### config.mk
export PLATFORM = sky130hd
export DESIGN_NAME = ctp_outbuf
export DESIGN_NICKNAME = d
export VERILOG_FILES = /design/src/rtl/ctp_pkg.sv /design/src/rtl/ctp_outbuf.sv
export SDC_FILE = /design/constraint.sdc
export NUM_CORES = 1
export LEC_CHECK = 0
export BUFFER_PORTS_ARGS = -buffer_cell sky130_fd_sc_hd__buf_2
export CORE_ASPECT_RATIO = 0.75
export CORE_MARGIN = 1.5
export CORE_UTILIZATION = 50
export DETAILED_ROUTE_END_ITERATION = 10
export GPL_ROUTABILITY_DRIVEN = 0
export PLACE_DENSITY = 0.79
export SETUP_SLACK_MARGIN = 0.05
export SLEW_MARGIN = 10
export SYNTH_ARGS = -nofsm -noshare
export SYNTH_HDL_FRONTEND = slang
export SYNTH_SLANG_ARGS = --single-unit
### constraint.sdc
create_clock -name aclk -period 4.77 [get_ports aclk]
set_input_delay 0.954 -clock aclk [delete_from_list [all_inputs] [get_ports aclk]]
set_output_delay 0.954 -clock aclk [all_outputs]
set_load 0.02 [all_outputs]
### src/rtl/ctp_pkg.sv
`timescale 1ns / 1ps
// ctp_pkg: item types, fixed-point constants and the arctangent table
// for the cartesian_to_polar pipeline. No dependencies.

package ctp_pkg;

    localparam int FIELD_W    = 16;
    localparam int GUARD_BITS = 24;
    localparam int TABLE_LEN  = 32;
    localparam int TURN_W     = 32;

    localparam logic [TURN_W-1:0] HALF_TURN   = 32'h8000_0000;
    localparam logic [TURN_W-1:0] ANGLE_ROUND = 32'h0000_8000;

    // round(atan(2^-i) / (2*pi) * 2^32)
    localparam logic [TURN_W-1:0] ATAN_TURN [TABLE_LEN] = '{
        32'h20000000, 32'h12E4051E, 32'h09FB385B, 32'h051111D4,
        32'h028B0D43, 32'h0145D7E1, 32'h00A2F61E, 32'h00517C55,
        32'h0028BE53, 32'h00145F2F, 32'h000A2F98, 32'h000517CC,
        32'h00028BE6, 32'h000145F3, 32'h0000A2FA, 32'h0000517D,
        32'h000028BE, 32'h0000145F, 32'h00000A30, 32'h00000518,
        32'h0000028C, 32'h00000146, 32'h000000A3, 32'h00000051,
        32'h00000029, 32'h00000014, 32'h0000000A, 32'h00000005,
        32'h00000003, 32'h00000001, 32'h00000001, 32'h00000000
    };

    typedef struct packed {
        logic signed [FIELD_W-1:0] x_coord;
        logic signed [FIELD_W-1:0] y_coord;
    } ctp_in_t;

    typedef struct packed {
        logic [FIELD_W-1:0] radius;
        logic [FIELD_W-1:0] angle;
    } ctp_out_t;

endpackage

### src/rtl/ctp_outbuf.sv
`timescale 1ns / 1ps
// ctp_outbuf: two-entry output buffer (head plus skid) that decouples the
// pipeline enable from the result channel ready. Depends on ctp_pkg.

module ctp_outbuf import ctp_pkg::*; (
    input  logic     aclk,
    input  logic     aresetn,
    input  logic     in_valid,
    input  ctp_out_t in_data,
    output logic     in_ready,
    output logic     m_valid,
    input  logic     m_ready,
    output ctp_out_t m_data
);

    logic     head_valid_reg, head_valid_next;
    logic     skid_valid_reg, skid_valid_next;
    ctp_out_t head_reg, head_next;
    ctp_out_t skid_reg, skid_next;
    logic     push, pop;

    // ready comes from a register only, so there is no combinational path from m_ready
    assign in_ready = !skid_valid_reg;
    assign m_valid  = head_valid_reg;
    assign m_data   = head_reg;

    always_comb begin
        push            = in_valid && !skid_valid_reg;
        pop             = head_valid_reg && m_ready;
        head_valid_next = head_valid_reg;
        skid_valid_next = skid_valid_reg;
        head_next       = head_reg;
        skid_next       = skid_reg;
        if (skid_valid_reg) begin
            if (pop) begin
                head_next       = skid_reg;
                skid_valid_next = 1'b0;
            end
        end else if (push && (!head_valid_reg || pop)) begin
            head_next       = in_data;
            head_valid_next = 1'b1;
        end else if (push) begin
            skid_next       = in_data;
            skid_valid_next = 1'b1;
        end else if (pop) begin
            head_valid_next = 1'b0;
        end
    end

    always_ff @(posedge aclk) begin
        if (!aresetn) begin
            head_valid_reg <= 1'b0;
            skid_valid_reg <= 1'b0;
        end else begin
            head_valid_reg <= head_valid_next;
            skid_valid_reg <= skid_valid_next;
        end
    end

    always_ff @(posedge aclk) begin
        head_reg <= head_next;
        skid_reg <= skid_next;
    end

endmodule

==> flow_summary.json <==
{
  "switching_share": 0.224,
  "drive_above_1_share": 0.582,
  "synth_top_cell_area_share": 0.750,
  "p_int_mw": 0.922,
  "dieHeight_microns": 65.0,
  "ios": 70,
  "post_cts_buffers": 0,
  "finalMaxSlewViolations": 0,
  "fin_worst_skew_ns": 0.00398,
  "violations": "DRC",
  "rows": 22,
  "syn_area_per_cell_sq_um": 22.5,
  "crit_fanout": 37,
  "drv_cap": 0,
  "grt_usage": 0.153,
  "min_period_over_period": 0.570,
  "final_nets": 227,
  "h-tree-depth": 3,
  "setup-tns-final_ns": 0,
  "yosys_warnings": 0,
  "synth_edf_count": 64,
  "fin_crit_ns": 2.72,
  "ys_seq_elements": 66,
  "yosysTopAreaCell": "edfxtp_1",
  "wl_microns": 3890,
  "r2r_cells": 2,
  "ys_top_cells_by_area": "edfxtp_1, mux2_4, mux2_2",
  "antenna_found_initial": 0,
  "clockPowerShare": 0.302,
  "cts_resized": 0,
  "grt-ovfl-total": 0,
  "hold_path_depth": 1,
  "power_frac_comb": 0.111,
  "vias": 1243,
  "area_delta_synth_final_pct": 20.0,
  "wl_per_cell_microns": 15.3,
  "clk_pin_slew_ns": 0.06,
  "critPathRequiredTime_ns": 3.82,
  "ant_nets": 0,
  "diodes": 0,
  "holdPathEnd": "m_data[22]$_DFFE_PP_",
  "core_sq_um": 4900,
  "hold_path_class": "reg -> reg",
  "worstSetupPathType": "reg -> out",
  "leakagePower_nw": 1.20,
  "grt_pass1_wl_microns": 5930,
  "n_fill_cell": 361,
  "ys_types": 15,
  "powerDensity_nw_per_um2": 387,
  "rrSetupSlack_ns": 2.23,
  "end_kind": "primary output",
  "io_buffers": 69,
  "worstMarginPinSlew_ns": 1.09,
  "drt_iter0_drc": 80,
  "syn-num-nets": 150,
  "dp.cells": 240,
  "min_from": "skid_reg[22]$_DFFE_PP_",
  "cts_tree": "built",
  "syn-cell-area_sq_um": 2560,
  "cts_buffer_depth": 2,
  "p_seq_frac": 0.588,
  "instances_no_fill": 254,
  "vdd_drop_max_mv": 0.233,
  "synth.most_common_cell": "edfxtp_1",
  "synthFlopType": "edfxtp_1",
  "final_hold_viol_count": 0,
  "outcome": "finished, violations left",
  "max_slew_margin": 0.276,
  "grt_start_max_net_pins": 38,
  "netlist_instances": 114,
  "async_flop_share": 0,
  "clock-sinks": 66,
  "start_util": 0.523,
  "max_freq_mhz": 368,
  "route.detailed.drc": 5,
  "cp-start-kind": "flip-flop",
  "switchingPower_mw": 0.266,
  "die_x_microns": 85.6,
  "cts_hold_buf": 0,
  "grt_pass1_vias": 1198,
  "seq_area_frac_synth": 0.766,
  "reg2reg_to": "m_data[6]$_DFFE_PP_",
  "firstDrtPassIters": 7,
  "slowest_stage": "dfxtp_2",
  "clock_latency_ns": 0.33,
  "cpPeakStageDelay_ns": 1.04,
  "setup-violations-final": 0,
  "dieArea_sq_um": 5570,
  "cts-root-buf": "clkbuf_8",
  "cts_made_buffers": 9,
  "place_ws_ns": 2.20,
  "r2r_start": "skid_valid_reg$_SDFF_PN0_",
  "viasPerCell": 4.89,
  "rsz0062_at_grt": "false",
  "ys_top_cells_by_count": "edfxtp_1, mux2_4, mux2_2",
  "crit_arrival_ns": 1.77,
  "crit_chain": "inv_1, buf_2",
  "layout_setup_ws_ns": 2.05
}
[cell families after synthesis]
group / share of synthesized area
AND/OR/NAND/NOR: 0.0103
AO/OA/AOI/OAI: 0.00879
multiplexers: 0.183
flip-flops: 0.766
buffers and inverters: 0.0322
[layout by cell type, fill, tap and decap left out]
cell and n:
dfxtp_1 1, edfxtp_1 64, a21oi_4 1, nand3b_1 1, dfxtp_2 1, buf_4 1
and4_1 1, o21ai_0 1, clkbuf_1 4, clkinv_1 1, nand2_1 1, inv_1 3
a21oi_1 1, mux2_4 26, nor2b_1 1, clkbuf_8 9, a211oi_1 1, mux2_2 6
buf_2 69, mux2i_1 1
[final cells by class]
class | instances | area (sq um) | share of cell area
flip-flops and latches | 66 | 1960 | 0.639
inverters | 3 | 11.3 | 0.00366
repair buffers | 70 | 353 | 0.115
well taps | 60 | 75.1 | 0.0244
clock inverters | 1 | 3.75 | 0.00122
multi-input cells | 41 | 528 | 0.172
clock buffers | 13 | 139 | 0.0452
[power groups by stage]
stage,Sequential (mW),Clock [mW],Combinational (mW)
after global placement,0.709,0,0.130
after floorplan,0.733,0,0.0635
after global routing,0.701,0.395,0.140
after CTS,0.699,0.368,0.133
after detailed placement,0.710,0,0.133
final,0.698,0.358,0.131
[routing by layer]
layer	GRT usage	up-vias	routed length (microns)
met3	0.0892	5	325
met1	0.189	593	1690
li1	-	596	-
met2	0.226	49	1840
met4	0.0484	0	40
met5	0	-	0
[critical path: cells and delay by family, from the launching register on]
kind     cells  cell delay, ns
flops        1            1.04
buf+inv      2            0.39
[through the flow]
step                hold slack [ns]  power, mW  utilization  area, sq um
CTS                           0.548       1.20        0.627         3070
global route                  0.555       1.24        0.627         3070
finish                        0.544       1.19        0.627         3070
floorplan                     0.523      0.797            -         2560
global placement              0.529      0.839        0.598         2930
detailed placement            0.534      0.844        0.598         2930
[how the worst max path moves through the flow]
stage,end,from
finish,in_ready,skid_valid_reg$_SDFF_PN0_
global route,in_ready,skid_valid_reg$_SDFF_PN0_
CTS,in_ready,skid_valid_reg$_SDFF_PN0_
detailed placement,m_data[5]$_DFFE_PP_,skid_valid_reg$_SDFF_PN0_
global placement,skid_reg[20]$_DFFE_PP_,m_ready
floorplan,m_data[0]$_DFFE_PP_,in_valid
No activity file was read; power rests on OpenSTA's default activity.
