--- src/rtl/ctp_pkg.sv ---
`timescale 1ns / 1ps
// ctp_pkg: item types, fixed-point constants and the arctangent table
// for the cartesian_to_polar pipeline. No dependencies.

package ctp_pkg;

    localparam int FIELD_W    = 16;
    localparam int GUARD_BITS = 24;
    localparam int TABLE_LEN  = 32;
    localparam int TURN_W     = 32;

    localparam logic [TURN_W-1:0] HALF_TURN   = 32'h8000_0000;
    localparam logic [TURN_W-1:0] ANGLE_ROUND = 32'h0000_8000;

    // round(atan(2^-i) / (2*pi) * 2^32)
    localparam logic [TURN_W-1:0] ATAN_TURN [TABLE_LEN] = '{
        32'h20000000, 32'h12E4051E, 32'h09FB385B, 32'h051111D4,
        32'h028B0D43, 32'h0145D7E1, 32'h00A2F61E, 32'h00517C55,
        32'h0028BE53, 32'h00145F2F, 32'h000A2F98, 32'h000517CC,
        32'h00028BE6, 32'h000145F3, 32'h0000A2FA, 32'h0000517D,
        32'h000028BE, 32'h0000145F, 32'h00000A30, 32'h00000518,
        32'h0000028C, 32'h00000146, 32'h000000A3, 32'h00000051,
        32'h00000029, 32'h00000014, 32'h0000000A, 32'h00000005,
        32'h00000003, 32'h00000001, 32'h00000001, 32'h00000000
    };

    typedef struct packed {
        logic signed [FIELD_W-1:0] x_coord;
        logic signed [FIELD_W-1:0] y_coord;
    } ctp_in_t;

    typedef struct packed {
        logic [FIELD_W-1:0] radius;
        logic [FIELD_W-1:0] angle;
    } ctp_out_t;

endpackage

--- src/rtl/ctp_isqrt.sv ---
`timescale 1ns / 1ps
// ctp_isqrt: squares, sum and a pipelined digit-by-digit integer square
// root that yields the saturated radius. Depends on ctp_pkg.

module ctp_isqrt import ctp_pkg::*; #(
    parameter int COORD_WIDTH = 16,
    parameter int LATENCY     = 19
) (
    input  logic                          aclk,
    input  logic                          en,
    input  logic signed [COORD_WIDTH-1:0] x_coord,
    input  logic signed [COORD_WIDTH-1:0] y_coord,
    output logic [FIELD_W-1:0]            radius
);

    localparam int CW  = COORD_WIDTH;
    localparam int NW  = 2 * COORD_WIDTH;
    localparam int RW  = COORD_WIDTH + 2;
    localparam int PAD = LATENCY - (COORD_WIDTH + 3);

    logic [CW-1:0]      ax, ay;
    logic [NW-1:0]      sqx_reg, sqy_reg;
    logic [NW-1:0]      num_reg  [0:CW-1];
    logic [RW-1:0]      rem_reg  [0:CW-1];
    logic [CW-1:0]      root_reg [0:CW];
    logic [FIELD_W-1:0] rad_reg, rad_next;

    // magnitudes fit unsigned in the coordinate width
    always_comb begin
        ax = x_coord[CW-1] ? CW'(-x_coord) : CW'(x_coord);
        ay = y_coord[CW-1] ? CW'(-y_coord) : CW'(y_coord);
    end

    always_ff @(posedge aclk) begin
        if (en) begin
            sqx_reg     <= NW'(ax) * NW'(ax);
            sqy_reg     <= NW'(ay) * NW'(ay);
            num_reg[0]  <= sqx_reg + sqy_reg;
            rem_reg[0]  <= '0;
            root_reg[0] <= '0;
        end
    end

    // one root bit per stage, two radicand bits consumed per stage
    for (genvar j = 0; j < CW; j++) begin : g_root
        logic [RW-1:0] rem_sh, trial, rem_next;
        logic [CW-1:0] root_next;

        always_comb begin
            rem_sh = {rem_reg[j][RW-3:0], num_reg[j][NW-1 -: 2]};
            trial  = {root_reg[j], 2'b01};
            if (rem_sh >= trial) begin
                rem_next  = rem_sh - trial;
                root_next = {root_reg[j][CW-2:0], 1'b1};
            end else begin
                rem_next  = rem_sh;
                root_next = {root_reg[j][CW-2:0], 1'b0};
            end
        end

        always_ff @(posedge aclk) begin
            if (en) begin
                root_reg[j+1] <= root_next;
            end
        end

        if (j < CW - 1) begin : g_rem
            always_ff @(posedge aclk) begin
                if (en) begin
                    rem_reg[j+1] <= rem_next;
                    num_reg[j+1] <= num_reg[j] << 2;
                end
            end
        end
    end

    always_comb begin
        if ((root_reg[CW] >> FIELD_W) != '0) begin
            rad_next = '1;
        end else begin
            rad_next = FIELD_W'(root_reg[CW]);
        end
    end

    always_ff @(posedge aclk) begin
        if (en) begin
            rad_reg <= rad_next;
        end
    end

    if (PAD > 0) begin : g_pad
        logic [FIELD_W-1:0] pad_rad_reg [0:PAD-1];

        for (genvar p = 0; p < PAD; p++) begin : g_tap
            always_ff @(posedge aclk) begin
                if (en) begin
                    pad_rad_reg[p] <= (p == 0) ? rad_reg : pad_rad_reg[(p == 0) ? 0 : p-1];
                end
            end
        end

        assign radius = pad_rad_reg[PAD-1];
    end else begin : g_nopad
        assign radius = rad_reg;
    end

endmodule

--- config.mk ---
export PLATFORM = sky130hd
export DESIGN_NAME = ctp_isqrt
export DESIGN_NICKNAME = d
export VERILOG_FILES = /design/src/rtl/ctp_pkg.sv /design/src/rtl/ctp_isqrt.sv
export SDC_FILE = /design/constraint.sdc
export NUM_CORES = 2
export LEC_CHECK = 0
export CORE_MARGIN = 5
export CORE_UTILIZATION = 28
export CTS_BUF_LIST = sky130_fd_sc_hd__clkbuf_2
export CTS_CLUSTER_SIZE = 8
export DETAILED_ROUTE_END_ITERATION = 10
export DONT_BUFFER_PORTS = 1
export GPL_TIMING_DRIVEN = 0
export MAX_ROUTING_LAYER = met4
export SYNTH_ARGS = -nofsm -noshare
export SYNTH_HDL_FRONTEND = slang
export SYNTH_SLANG_ARGS = --single-unit
--- constraint.sdc ---
create_clock -name aclk -period 25.1 [get_ports aclk]
set_clock_uncertainty 0.2 [all_clocks]
set_input_delay 5.02 -clock aclk [delete_from_list [all_inputs] [get_ports aclk]]
set_output_delay 5.02 -clock aclk [all_outputs]
set_load 0.1 [all_outputs]
==> flow_summary.toml <==
[timing]
hold_slack_ns = 0.161
hold_viol_final = 0
fin_crit_ns = 13.36
finalSetupViolCount = 0
report.final.slew_viol_count = 0
setup_total_negative_slack_ns = 0
worst_pin_slew_ns = 1.34
max_freq_ghz = 0.0748
grt_setup_unrepaired = "no"
min_period_over_period_pct = 53.2
tightest_slew_margin_relative_to_the_limit_pct = 10.1

[routing]
routed_wirelength_mm = 85.5
route.detailed.drc = 0
detailed_routing_iteration_count_for_the_pre_antenna_repair_pass = 5
first_iter_violations = 1327
vias_per_cell = 4.38
wire_per_inst_um = 13.2
antenna_violating_nets_post_route = 0
via_count = 28300

[setup_path]
worst_path_slowest_cell = "xor2_1"
crit_required_ns = 25.92
worstSetupPathType = "input pin to flop"
worstSetupStartpointType = "input pin"
rrSetupSlack_ns = 21.28
cell_count_of_the_worst_reg_to_reg_path = 11
critical_path.endpoint = "sqx_reg[24]"
critical_path_peak_fanout = 11
r2r-end = "rem_reg[6][26]"
crit-reg2reg-launch = "rem_reg[6][0]"
worst_path_most_repeated_cell = "fa_1"
critical_path_arrival_ns = 14.18
slowest_delay_ns = 0.75
crit_start = "x_coord[0]"
endpoint_kind = "flop"

[floorplan]
io_pins = 50
dieArea_um2 = 173000
die_height_um = 416
rows = 149
initial_utilization_pct = 28.1
core_um2 = 165000
fp.dieW_um = 416

[cts]
tritoncts = "yes"
ctsRootBufferMaster = "clkbuf_2"
cts.repair_timing.setup_buffer_count = 0
clkTransAtPathRegs_ns = 0.10
h_tree_level_count = 4
clock_buffers_created_by_tritoncts = 167
cts_num_sinks = 710
clk_path_buf_depth = 3
postCtsResizedCells = 0
worstSkewPairLatency_ns = 1.36
cts-hold-fix-buffers = 0

[synthesis]
synth_cells = 3944
synth.cell_area_um2 = 46200
yosys_warnings = 0
synth_ff_type = "edfxtp_1"
asyncSetResetFlopFracSynth_pct = 0
synth_sequential_area_ratio_pct = 46.1
ffs_latches_synth = 710
syn_area_per_cell_um2 = 11.7
synth.distinct_cells = 78
number_of_flops_mapped_to_enable_cells_by_yosys = 710

[cells_and_area]
final_area_um2 = 50800
area.growth.synth_to_final_pct = 9.78
final_net_count = 4873
largest_register_ff_count = 272
proportion_of_layout_cells_with_a_drive_suffix_above_1_pct = 8.33

[placed_design]
gpl.final_weighted_congestion = 0.887
dpl-instance-area_um2 = 49100
number_of_i_o_port_buffers = 0
place_hpwl_mm = 64.3

[global_routing]
via_count_of_the_first_global_routing_pass = 29800
number_of_antenna_violations_at_the_first_check_in_global_routing = 2
grt_start_max_net_pins = 711
grt_first_pass_wirelength_mm = 143
grt_overflow_total = 0
grtUsageTotal_pct = 10.2

[min_path]
hold_path_class = "flop to flop"
worstHoldStart = "num_reg[0][6]"

[status]
outcome = "complete, no violations"

[job]
max-cap-violations = 0
==> cells in the mapped netlist, drive strengths merged (5+ instances only) <==
| cell type | n | area (um2) |
|---|---|---|
| edfxtp | 710 | 21300 |
| inv | 655 | 2460 |
| ha | 375 | 4690 |
| fa | 327 | 6550 |
| nor2 | 294 | 1110 |
| nand2 | 284 | 1070 |
| xnor2 | 157 | 1380 |
| a21oi | 145 | 726 |
| o21ai | 111 | 556 |
| xor2 | 108 | 953 |
| nor3 | 83 | 420 |
| a21o | 67 | 503 |
| mux2 | 58 | 653 |
| o21a | 50 | 375 |
| clkbuf | 49 | 184 |
| nand3 | 47 | 235 |
| nor2b | 31 | 194 |
| nand4 | 27 | 169 |
| o31ai | 27 | 208 |
| or3 | 24 | 155 |
| nand2b | 23 | 144 |
| nor4 | 22 | 138 |
| a211oi | 19 | 148 |
| a31oi | 16 | 106 |
| a21boi | 15 | 113 |
| and3 | 15 | 93.8 |
| clkinv | 15 | 56.3 |
| and2 | 13 | 81.3 |
| o21bai | 13 | 97.6 |
| o211ai | 11 | 82.6 |
| o41ai | 11 | 96.3 |
| or2 | 11 | 68.8 |
| or4 | 11 | 82.6 |
| and4 | 9 | 78.8 |
| buf | 8 | 42.5 |
| o311ai | 8 | 70.1 |
| nand3b | 7 | 52.6 |
| o31a | 7 | 61.3 |
| a211o | 6 | 52.6 |
| mux2i | 6 | 60.1 |
| nor4b | 6 | 52.6 |
| a41oi | 5 | 43.8 |
| nand4b | 5 | 43.8 |
| o2111ai | 5 | 43.8 |
==> cells in the final DEF (no fill, tap or decap), drive strengths merged, types with 13 or more instances in the layout <==
master	count
a211oi	19
a21boi	15
a21o	67
a21oi	145
a31oi	16
and2	13
and3	15
clkbuf	286
clkinv	57
conb	23
edfxtp	710
fa	327
ha	375
inv	665
mux2	58
nand2	284
nand2b	23
nand3	47
nand4	27
nor2	294
nor2b	31
nor3	83
nor4	22
o21a	50
o21ai	111
o21bai	13
o31ai	27
or3	24
xnor2	157
xor2	108
==> logic make-up after synthesis <==
| family | Yosys count | share of synthesized area (%) |
|---|---|---|
| AOI/OAI and AO/OA | 550 | 7.79 |
| adders and majority gates | 702 | 24.3 |
| DFF | 710 | 46.1 |
| and+or+nand+nor | 924 | 9.29 |
| buffers and inverters | 727 | 5.93 |
| other | 2 | 0.0162 |
| muxes | 64 | 1.54 |
| xor gates and xnor gates | 265 | 5.04 |
==> per-layer routing <==
metal	up-vias	track usage [%]	routed length, um
met5	-	-	0
met1	13500	11.5	36000
li1	14000	-	-
met3	162	2.32	4000
met2	548	17.7	43300
met4	0	3.63	2270
==> worst max-delay path: cells and delay by family <==
kind | cells | cell delay (ns)
xor gates and xnor gates | 2 | 0.85
AOI/OAI and AO/OA | 6 | 2.11
buffers and inverters | 6 | 1.45
and+or+nand+nor | 4 | 1.07
adders and majority gates | 8 | 3.66
==> layout make-up <==
type	count	area [um2]
clock buffers	237	1190
well taps	2189	2740
multi-input cells	2528	22300
flip-flops and latches	710	21300
diodes	6	15.0
clock inverters	57	423
fillers	16700	114000
repair buffers	3	82.6
plain buffers	57	226
inverters	670	2510
==> worst min path at each step <==
stage	to	slack [ns]	depth (start not counted)
2_1_floorplan	num_reg[10][20]	0.20	0
3_3_place_gp	num_reg[9][31]	0.20	0
3_5_place_dp	num_reg[10][29]	0.20	0
4_1_cts	num_reg[1][8]	0.15	0
5_1_grt	num_reg[3][18]	0.14	0
6_report	num_reg[1][8]	0.16	0
==> per-stage QoR <==
stage | util (%) | instances | setup WS (ns)
after detailed placement | 29.8 | 6154 | 10.49
after global placement | 29.8 | 6154 | 10.54
final | 30.8 | 6457 | 11.74
after CTS | 30.8 | 6448 | 12.09
after global routing | 30.8 | 6457 | 11.29
after floorplan | - | 3965 | 12.35
Power is left out: the tool's default activity adds up to more than one toggle a clock period on the data nets, which glitch-free logic cannot reach.
